$ cat config.mk
export PLATFORM = sky130hd
export DESIGN_NAME = i2c_slave_register_bank
export DESIGN_NICKNAME = d
export VERILOG_FILES = /design/src/rtl/core/isrb_pkg.sv /design/src/rtl/core/i2c_slave_register_bank.sv /design/src/rtl/core/isrb_ram.sv /design/src/rtl/core/isrb_ctrl.sv
export SDC_FILE = /design/constraint.sdc
export NUM_CORES = 2
export LEC_CHECK = 0
export ABC_AREA = 1
export BUFFER_PORTS_ARGS = -buffer_cell sky130_fd_sc_hd__buf_2
export CORE_MARGIN = 1.5
export CORE_UTILIZATION = 38
export CTS_CLUSTER_DIAMETER = 30
export DETAILED_ROUTE_END_ITERATION = 12
export SLEW_MARGIN = 10
export SYNTH_ARGS = -nofsm -noshare
export SYNTH_HDL_FRONTEND = slang
export SYNTH_SLANG_ARGS = --single-unit
$ cat constraint.sdc
create_clock -name clk -period 5.8 [get_ports clk]
set_input_delay 0.58 -clock clk [delete_from_list [all_inputs] [get_ports clk]]
set_output_delay 0.58 -clock clk [all_outputs]
set_load 0.01 [all_outputs]
$ cat src/rtl/core/isrb_pkg.sv
// Package for the I2C slave register bank: bank size, event codes,
// memory request type and pointer step functions. No dependencies.
`default_nettype none
package isrb_pkg;

	localparam int REG_COUNT = 255;
	localparam int PTR_W     = 8;
	localparam int DATA_W    = 8;
	localparam int ADDR_W    = $clog2(REG_COUNT);

	localparam logic [2:0] EV_ADDR = 3'd0;
	localparam logic [2:0] EV_RX   = 3'd1;
	localparam logic [2:0] EV_TX   = 3'd2;
	localparam logic [2:0] EV_NACK = 3'd3;
	localparam logic [2:0] EV_STOP = 3'd4;

	localparam logic [PTR_W-1:0]  PTR_CNT    = PTR_W'(REG_COUNT);
	localparam logic [PTR_W-1:0]  PTR_LAST   = PTR_W'(REG_COUNT - 1);
	localparam logic [DATA_W-1:0] BYTE_EMPTY = 8'hFF;

	typedef struct packed {
		logic              we;
		logic              re;
		logic [ADDR_W-1:0] addr;
		logic [DATA_W-1:0] wdata;
	} mem_req_t;

	function automatic logic ptr_in_range(input logic [PTR_W-1:0] p);
		return p < PTR_CNT;
	endfunction

	function automatic logic [PTR_W-1:0] ptr_inc(input logic [PTR_W-1:0] p);
		logic [PTR_W-1:0] n;
		n = p + PTR_W'(1);
		return (n >= PTR_CNT) ? '0 : n;
	endfunction

	function automatic logic [PTR_W-1:0] ptr_dec(input logic [PTR_W-1:0] p);
		logic [PTR_W-1:0] n;
		n = p - PTR_W'(1);
		return (n >= PTR_CNT) ? PTR_LAST : n;
	endfunction

endpackage
`default_nettype wire

$ cat src/rtl/core/i2c_slave_register_bank.sv
// Top level of the I2C slave register bank. Uses isrb_pkg, isrb_ram, isrb_ctrl.
// An accepted event is registered with its bank read, executes in EXEC, then
// its result is registered and strobed on done. Busy blocks a new event during the bank
// RAM read-modify-write (read at accept; write back, pointer update the next cycle).
// Reset: pointer 0, next byte loads the pointer, bank reads as zero through
// per-entry valid bits cleared at once; no clearing pass.
`default_nettype none
module i2c_slave_register_bank import isrb_pkg::*; (
	input  wire logic              clk,
	input  wire logic              arst_n,
	input  wire logic              start,
	output      logic              busy,
	input  wire logic [2:0]        func,
	input  wire logic [DATA_W-1:0] rx_byte,
	output      logic              done,
	output      logic [DATA_W-1:0] tx_byte,
	output      logic              tx_valid,
	output      logic              tx_flush
);

	mem_req_t          mem_req;
	logic [DATA_W-1:0] mem_rdata;

	isrb_ctrl u_ctrl (
		.clk       (clk),
		.arst_n    (arst_n),
		.start     (start),
		.func      (func),
		.rx_byte   (rx_byte),
		.busy      (busy),
		.mem_req   (mem_req),
		.mem_rdata (mem_rdata),
		.done      (done),
		.tx_byte   (tx_byte),
		.tx_valid  (tx_valid),
		.tx_flush  (tx_flush)
	);

	isrb_ram #(
		.WIDTH (DATA_W),
		.DEPTH (REG_COUNT)
	) u_bank (
		.clk   (clk),
		.we    (mem_req.we),
		.re    (mem_req.re),
		.addr  (mem_req.addr),
		.wdata (mem_req.wdata),
		.rdata (mem_rdata)
	);

endmodule
`default_nettype wire

$ cat src/rtl/core/isrb_ram.sv
// Generic single-port synchronous RAM with registered read.
// No dependencies.
`default_nettype none
module isrb_ram #(
	parameter int WIDTH = 8,
	parameter int DEPTH = 256
) (
	input  wire logic                     clk,
	input  wire logic                     we,
	input  wire logic                     re,
	input  wire logic [$clog2(DEPTH)-1:0] addr,
	input  wire logic [WIDTH-1:0]         wdata,
	output      logic [WIDTH-1:0]         rdata
);

	logic [WIDTH-1:0] mem [DEPTH];

	always_ff @(posedge clk) begin
		if (we) begin
			mem[addr] <= wdata;
		end
		if (re) begin
			rdata <= mem[addr];
		end
	end

endmodule
`default_nettype wire

$ cat src/rtl/core/isrb_ctrl.sv
// Event sequencer: pointer, pointer-load flag, entry valid bits and result
// registers; issues read at accept, writes back in the next cycle. Uses isrb_pkg.
`default_nettype none
module isrb_ctrl import isrb_pkg::*; (
	input  wire logic              clk,
	input  wire logic              arst_n,
	input  wire logic              start,
	input  wire logic [2:0]        func,
	input  wire logic [DATA_W-1:0] rx_byte,
	output      logic              busy,
	output      mem_req_t          mem_req,
	input  wire logic [DATA_W-1:0] mem_rdata,
	output      logic              done,
	output      logic [DATA_W-1:0] tx_byte,
	output      logic              tx_valid,
	output      logic              tx_flush
);

	localparam logic ST_IDLE = 1'b0;
	localparam logic ST_EXEC = 1'b1;

	logic                 state_q;
	logic [PTR_W-1:0]     ptr_q;
	logic                 expect_q;
	logic [REG_COUNT-1:0] vld_q;
	logic [2:0]           func_s1;
	logic [DATA_W-1:0]    rx_s1;
	logic                 done_q;
	logic [DATA_W-1:0]    tx_byte_q;
	logic                 tx_valid_q;
	logic                 tx_flush_q;

	logic                 accept;
	logic                 exec;
	logic                 in_range;
	logic [ADDR_W-1:0]    addr;
	logic                 wr;
	logic [DATA_W-1:0]    rd_byte;

	assign busy     = (state_q == ST_EXEC);
	assign accept   = start && !busy;
	assign exec     = (state_q == ST_EXEC);
	assign in_range = ptr_in_range(ptr_q);
	assign addr     = ptr_q[ADDR_W-1:0];
	assign wr       = exec && (func_s1 == EV_RX) && !expect_q && in_range;
	assign rd_byte  = (in_range && vld_q[addr]) ? mem_rdata : '0;

	assign mem_req.we    = wr;
	assign mem_req.re    = accept;
	assign mem_req.addr  = addr;
	assign mem_req.wdata = rx_s1;

	always_ff @(posedge clk or negedge arst_n) begin
		if (!arst_n) begin
			state_q <= ST_IDLE;
		end else begin
			unique case (state_q)
				ST_IDLE: if (accept) state_q <= ST_EXEC;
				ST_EXEC: state_q <= ST_IDLE;
				default: state_q <= ST_IDLE;
			endcase
		end
	end

	always_ff @(posedge clk) begin
		if (accept) begin
			func_s1 <= func;
			rx_s1   <= rx_byte;
		end
	end

	always_ff @(posedge clk or negedge arst_n) begin
		if (!arst_n) begin
			ptr_q    <= '0;
			expect_q <= 1'b1;
			vld_q    <= '0;
		end else if (exec) begin
			if (wr) begin
				vld_q[addr] <= 1'b1;
			end
			case (func_s1)
				EV_ADDR: expect_q <= 1'b1;
				EV_RX: begin
					if (expect_q) begin
						ptr_q    <= rx_s1;
						expect_q <= 1'b0;
					end else begin
						ptr_q <= ptr_inc(ptr_q);
					end
				end
				EV_TX:   if (in_range) ptr_q <= ptr_inc(ptr_q);
				EV_NACK: ptr_q <= ptr_dec(ptr_q);
				default: ;
			endcase
		end
	end

	always_ff @(posedge clk or negedge arst_n) begin
		if (!arst_n) begin
			done_q     <= 1'b0;
			tx_byte_q  <= '0;
			tx_valid_q <= 1'b0;
			tx_flush_q <= 1'b0;
		end else begin
			done_q     <= exec;
			tx_valid_q <= exec && (func_s1 == EV_TX);
			tx_flush_q <= exec && (func_s1 == EV_STOP);
			if (exec && (func_s1 == EV_TX)) begin
				tx_byte_q <= in_range ? rd_byte : BYTE_EMPTY;
			end else begin
				tx_byte_q <= '0;
			end
		end
	end

	assign done     = done_q;
	assign tx_byte  = tx_byte_q;
	assign tx_valid = tx_valid_q;
	assign tx_flush = tx_flush_q;

endmodule
`default_nettype wire

==> Word-level counts from Yosys, hierarchy flattened <==
Memories as Yosys holds them, arrays and structs flattened. A register that Yosys moved wholly into a read port is not among the register bits.
Index checks and enable logic that the tools add are counted.
{ "word_totals": {"register_bits": 287, "latch_bits": 0, "n_memories": 1, "mem_bits_ro": 0, "mem_bits_rw": 2040, "wordCells": 58, "inputBits": 14} }
{ "op_classes": {"mux": 17, "n_addsub": 2, "n_shift": 0, "n_eq_ne": 5, "div_mod_pow": 0, "mul": 0, "n_lt_le_gt_ge": 5, "bitwise": 2, "reduce_logical": 16} }
{ "mem_list": {"columns": ["name", "words", "word_bits", "read_ports", "rd_ports_with_merged_regs", "wr", "line", "source"], "rows": [
  ["u_bank.mem", 255, 8, 1, 1, 1, "isrb_ram.sv:16", "logic [WIDTH-1:0] mem [DEPTH];"]
]} }
{ "op_table": {"columns": ["op", "count"], "rows": [
  ["255-bit OR", 1],
  ["8-bit 2-to-1 mux", 7],
  ["8-bit case mux with 3 select lines", 1],
  ["8-bit >= comparator, second input constant", 2],
  ["8-bit by 9-bit less-than comparator with 1-bit output, second input constant", 1],
  ["8-bit by 1-bit adder with 8-bit output, second input constant", 1],
  ["1-bit binary-select mux with 8-bit select", 1],
  ["1-bit demux with 8-bit select", 1],
  ["8-bit by 1-bit >= comparator with 1-bit output, second input constant", 1],
  ["1-bit logical AND", 8],
  ["8-bit less-than comparator, second input constant", 1],
  ["8-bit by 1-bit subtractor with 8-bit output, second input constant", 1],
  ["3-bit by 2-bit == test with 1-bit output, second input constant", 2],
  ["1-bit 2-to-1 mux", 5],
  ["1-bit case mux with 2 select lines", 2],
  ["2-bit AND reduction", 2],
  ["3-bit by 1-bit == test with 1-bit output, second input constant", 1],
  ["3-bit == test, second input constant", 1],
  ["3-bit zero test", 1],
  ["3-bit AND reduction", 1],
  ["3-bit nonzero test", 1],
  ["1-bit zero test", 2],
  ["2-bit by 1-bit inequality test with 1-bit output, second input constant", 1],
  ["2-bit nonzero test", 1],
  ["1-bit inverter", 1]
]} }

==> Longest topological paths before layout <==
{ "depth": {"depth_word": 6, "mapped_depth": 17} }

==> Cells and area by module <==
From an unflattened synthesis, not the netlist that was laid out.
{ "hier_totals": {"cells_unflattened": 9754, "hier_area_um2": 98281.8} }
{ "by_module_without_submodules": {"columns": ["mod", "area_per_inst_um2", "seq_area_each_um2", "instances", "cells_per_inst"], "rows": [
  ["isrb_ram", 84921.4, 61499.0, 1, 8131],
  ["isrb_ctrl", 13360.3, 7238.2, 1, 1623]
]} }

==> Worst setup path before layout <==
OpenSTA, ideal clock, no wires.
{ "synth_timing": {"kind": "reg-to-reg", "start": "register u_ctrl.rx_s1[1]", "end": "memory u_bank.mem[0][1], data pin", "n_path_buf": 0, "path_stages_with_launch": 1, "t_arrival_ns": 3.232, "path_slack_ns": 1.750, "setup_time_ns": 0.818, "cell_sequence": "edfxtp_1"} }
{ "synth_rtl": {"columns": ["element", "line", "source"], "rows": [
  ["start: declaration", "isrb_ctrl.sv:27", "logic [DATA_W-1:0] rx_s1;"],
  ["start signal: assignment", "isrb_ctrl.sv:68", "rx_s1 <= rx_byte;"],
  ["end: declaration", "isrb_ram.sv:16", null]
]} }
Straight into the memory's write port.

==> results.md <==
- Endpoints failing hold: 0
- First-pass GRT wire length: 417 mm
- Sequential share of power: 33.8%
- Port-buffer cells: 25
- Dpl cells: 10200
- Worst EP required: 6530 ps
- Final Skew: 71.6 ps
- Distinct cell type count after synthesis: 50
- I/O pin count: 26
- Clk buf depth: 4
- Seq cells post-synth: 2335
- CTS H-tree depth: 5
- Worst skew pair latency: 990 ps
- DR pass1 iterations: 8
- Remaining antenna violation count: 0
- Layout cells sized above 1: 13.8%
- Row count: 180
- Global route overflow: 0
- Initial antenna violation count: 10
- Vias/cell: around 5.6
- DRT iter0 DRCs: 7771
- Total Die Area: 246000 sq um
- Total track usage: approximately 23%
- Leakage: 39.3 nW
- Synth Flop Type: edfxtp_1
- Relative max-transition margin: about a tenth
- Routability Congestion: 0.899
- Non-filler instance count after layout: about 11000
- Setup bufs post-CTS: 0
- CTS tree: done
- Setup crit start kind: flop
- Syn nets: around 7300
- CP max FO: 126
- Post-synthesis sequential area ratio: 74.5%
- Starting Density: 38.3%
- Max Slew Vio Count: 0
- Worst slew pin tran: 1350 ps
- Hold WC Path Type: in -> async
- Post_cts resized: 0
- Logic pwr share: 18.0%
- Die height: 496 um
- Core Area: around 240000 sq um
- Net Sw Power: 16.4 mW
- CTS sink cnt: 2335
- Clock root cell: clkbuf_16
- Mapped cell area: 92300 sq um
- RSZ-0062 raised after global routing: no
- Final #Nets: approximately 7500
- Clock network fraction of design power: between 40% and 50%
- # DRC: 0
- Int Pwr: 38.5 mW
- Count of final setup violators: 0
- Async SR Flop Fraction: 11.8%
- Clk pin slew, worst setup/hold paths: 50 ps
- Status: completed
- Syn Inst Count: about 7300
- Post-Route WL: 285 mm
- Crit path time final: 4490 ps
- Max-capacitance violation count: 0
- Vias in the first global route: slightly above 60000
- Net switching fraction of the power: 29.9%
- Setup TNS: 0 ps
- Pwr Density: 492 nW/um^2
- Worst setup EP type: flop
- Number of flops mapped to enable cells by yosys: 2059
- HPWL Detailed: 161 mm
- Drt wl/cell: between 20 and 30 um
- Synth warnings: 0
- Largest net degree at the start of global routing: 190
- Syn_area_per_cell: 12.7 sq um
- Crit share post-route: 77.3%
- CTS Buf Count: 458
- Fmax: 0.223 GHz
- Worst path arrival time: about 5200 ps
- Die Width: about 500 um
- Synth-to-Final Area Change: 21.0%
- Via count: 62300
- Critical path class: reg -> reg
- Max VDD drop: 0.418 mV
[sequential cells by signal, summed over array words and instances, names as in the netlist]
signal / count
u_ctrl.tx_flush: 1
u_ctrl.func_s1: 3
u_bank.rdata: 8
u_ctrl.done: 1
u_ctrl.rx_s1: 8
u_ctrl.tx_valid: 1
u_bank.mem: 2040
u_ctrl.vld_q: 255
u_ctrl.addr: 8
u_ctrl.tx_byte: 8
u_ctrl.expect_q: 1
u_ctrl.busy: 1
[cells by family after synthesis]
logic type | Yosys count | synth area share (%)
AND/OR/NAND/NOR | 2449 | 10.7
flip-flops | 2335 | 74.5
AO/OA/AOI/OAI | 1791 | 11.2
buffers and inverters | 672 | 3.47
XOR/XNOR | 6 | 0.0569
adder cells (fa/ha/maj) | 5 | 0.0678
[path summary, 6_finish.rpt]
| check | slack (ps) | to | from | depth (start not counted) |
|---|---|---|---|---|
| max in group asynchronous | 4300 | u_ctrl.addr[1] | arst_n | 3 |
| min | 120 | u_ctrl.vld_q[216] | arst_n | 2 |
| max | 1310 | u_bank.rdata[1] | u_ctrl.addr[0] | 12 |
| min reg2reg | 450 | u_ctrl.vld_q[240] | u_ctrl.vld_q[240] | 2 |
| max reg2reg | 1310 | u_bank.rdata[1] | u_ctrl.addr[0] | 12 |
| min in group clk | 160 | u_ctrl.busy | start | 4 |
[power by group through the flow]
stage          Sequential [mW]  Clock, mW  Combinational [mW]
2_1_floorplan             19.0          0                5.58
3_3_place_gp              18.9          0                9.62
3_5_place_dp              18.9          0                9.66
4_1_cts                   18.6       26.6                9.72
5_1_grt                   18.6       27.5                10.4
6_report                  18.6       26.5                9.87
[cells in the mapped netlist (all sizes together) (2+ instances only)]
cell type | number | area, sq um
buf | 306 | 1810
clkbuf | 155 | 583
a22o | 3 | 26.3
inv | 211 | 805
nand4 | 64 | 415
or2 | 107 | 669
a21o | 2 | 15.0
o211ai | 37 | 278
nand2 | 1146 | 4330
a211oi | 5 | 42.5
a21oi | 133 | 666
edfxtp | 2059 | 61800
nand3 | 107 | 541
o21ai | 1112 | 5570
nor2 | 986 | 3730
ha | 5 | 62.6
a41oi | 2 | 17.5
dfrtp | 275 | 6880
xor2 | 5 | 43.8
nor3 | 37 | 190
a22oi | 489 | 3670
a31oi | 3 | 33.8
[critical path, stage by stage, from the launching register on]
cell       delay, ps
dfrtp_4          860
clkinv_16        480
buf_12           380
nor2_1           170
o21ai_0          230
nand2_1          120
nand2_1           90
o21ai_0          670
nand4_1          660
nand2_1          230
nand2_1           70
nand2_1           60
nand2_1           50
[cell usage in the layout (no fill, tap or decap), types with 27 or more instances in the layout]
cell,instances
edfxtp_1,2059
nand2_1,1129
nor2_1,979
o21ai_0,973
a22oi_1,489
clkbuf_16,462
dfrtp_1,273
inv_1,203
buf_4,167
o21ai_1,139
a21oi_1,133
nand3_1,106
or2_2,84
clkinv_2,74
bufinv_16,68
nand4_1,63
clkbuf_1,60
clkinvlp_4,53
clkinv_1,45
o211ai_1,37
nor3_1,36
inv_6,35
buf_12,28
clkinv_4,27
[per-layer routing]
| metal | vias up | wire, um | global-route usage [%] | part of all wire [%] |
|---|---|---|---|---|
| met3 | 602 | 26200 | 4.47 | 9.2 |
| li1 | 26800 | - | - | - |
| met1 | 31500 | 115000 | 31.2 | 40 |
| met2 | 3359 | 132000 | 35.8 | 46 |
| met4 | 2 | 11500 | 9.42 | 4.0 |
| met5 | - | 13 | 0 | 0.0046 |
[cell type report]
type	count	area, sq um
diodes	8	20.0
clock buffers	538	12000
well taps	3185	3990
fillers	21000	129000
clock inverters	308	3620
multi-input cells	4251	20400
inverters	211	856
repair buffers	232	2070
flip-flops and latches	2335	68700
[stage by stage]
step / cell area [sq um] / power, mW / utilization [%] / setup slack [ps] / hold WS (ps)
6_report: 112000 / 55.0 / 46.4 / 1310 / 118
5_1_grt: 112000 / 56.5 / 46.4 / 1130 / 145
4_1_cts: 112000 / 54.9 / 46.3 / 1290 / 117
3_5_place_dp: 96000 / 28.5 / 39.8 / 1260 / 444
3_3_place_gp: 96000 / 28.5 / 39.8 / 1220 / 436
2_1_floorplan: 92300 / 24.5 / - / 1750 / 284
[repair_timing]
action,in CTS,in global routing
hold buffers,12,0
hold endpoints to repair,61,0
endpoints found under the setup margin,0,0
No activity file was read; power rests on OpenSTA's default activity.
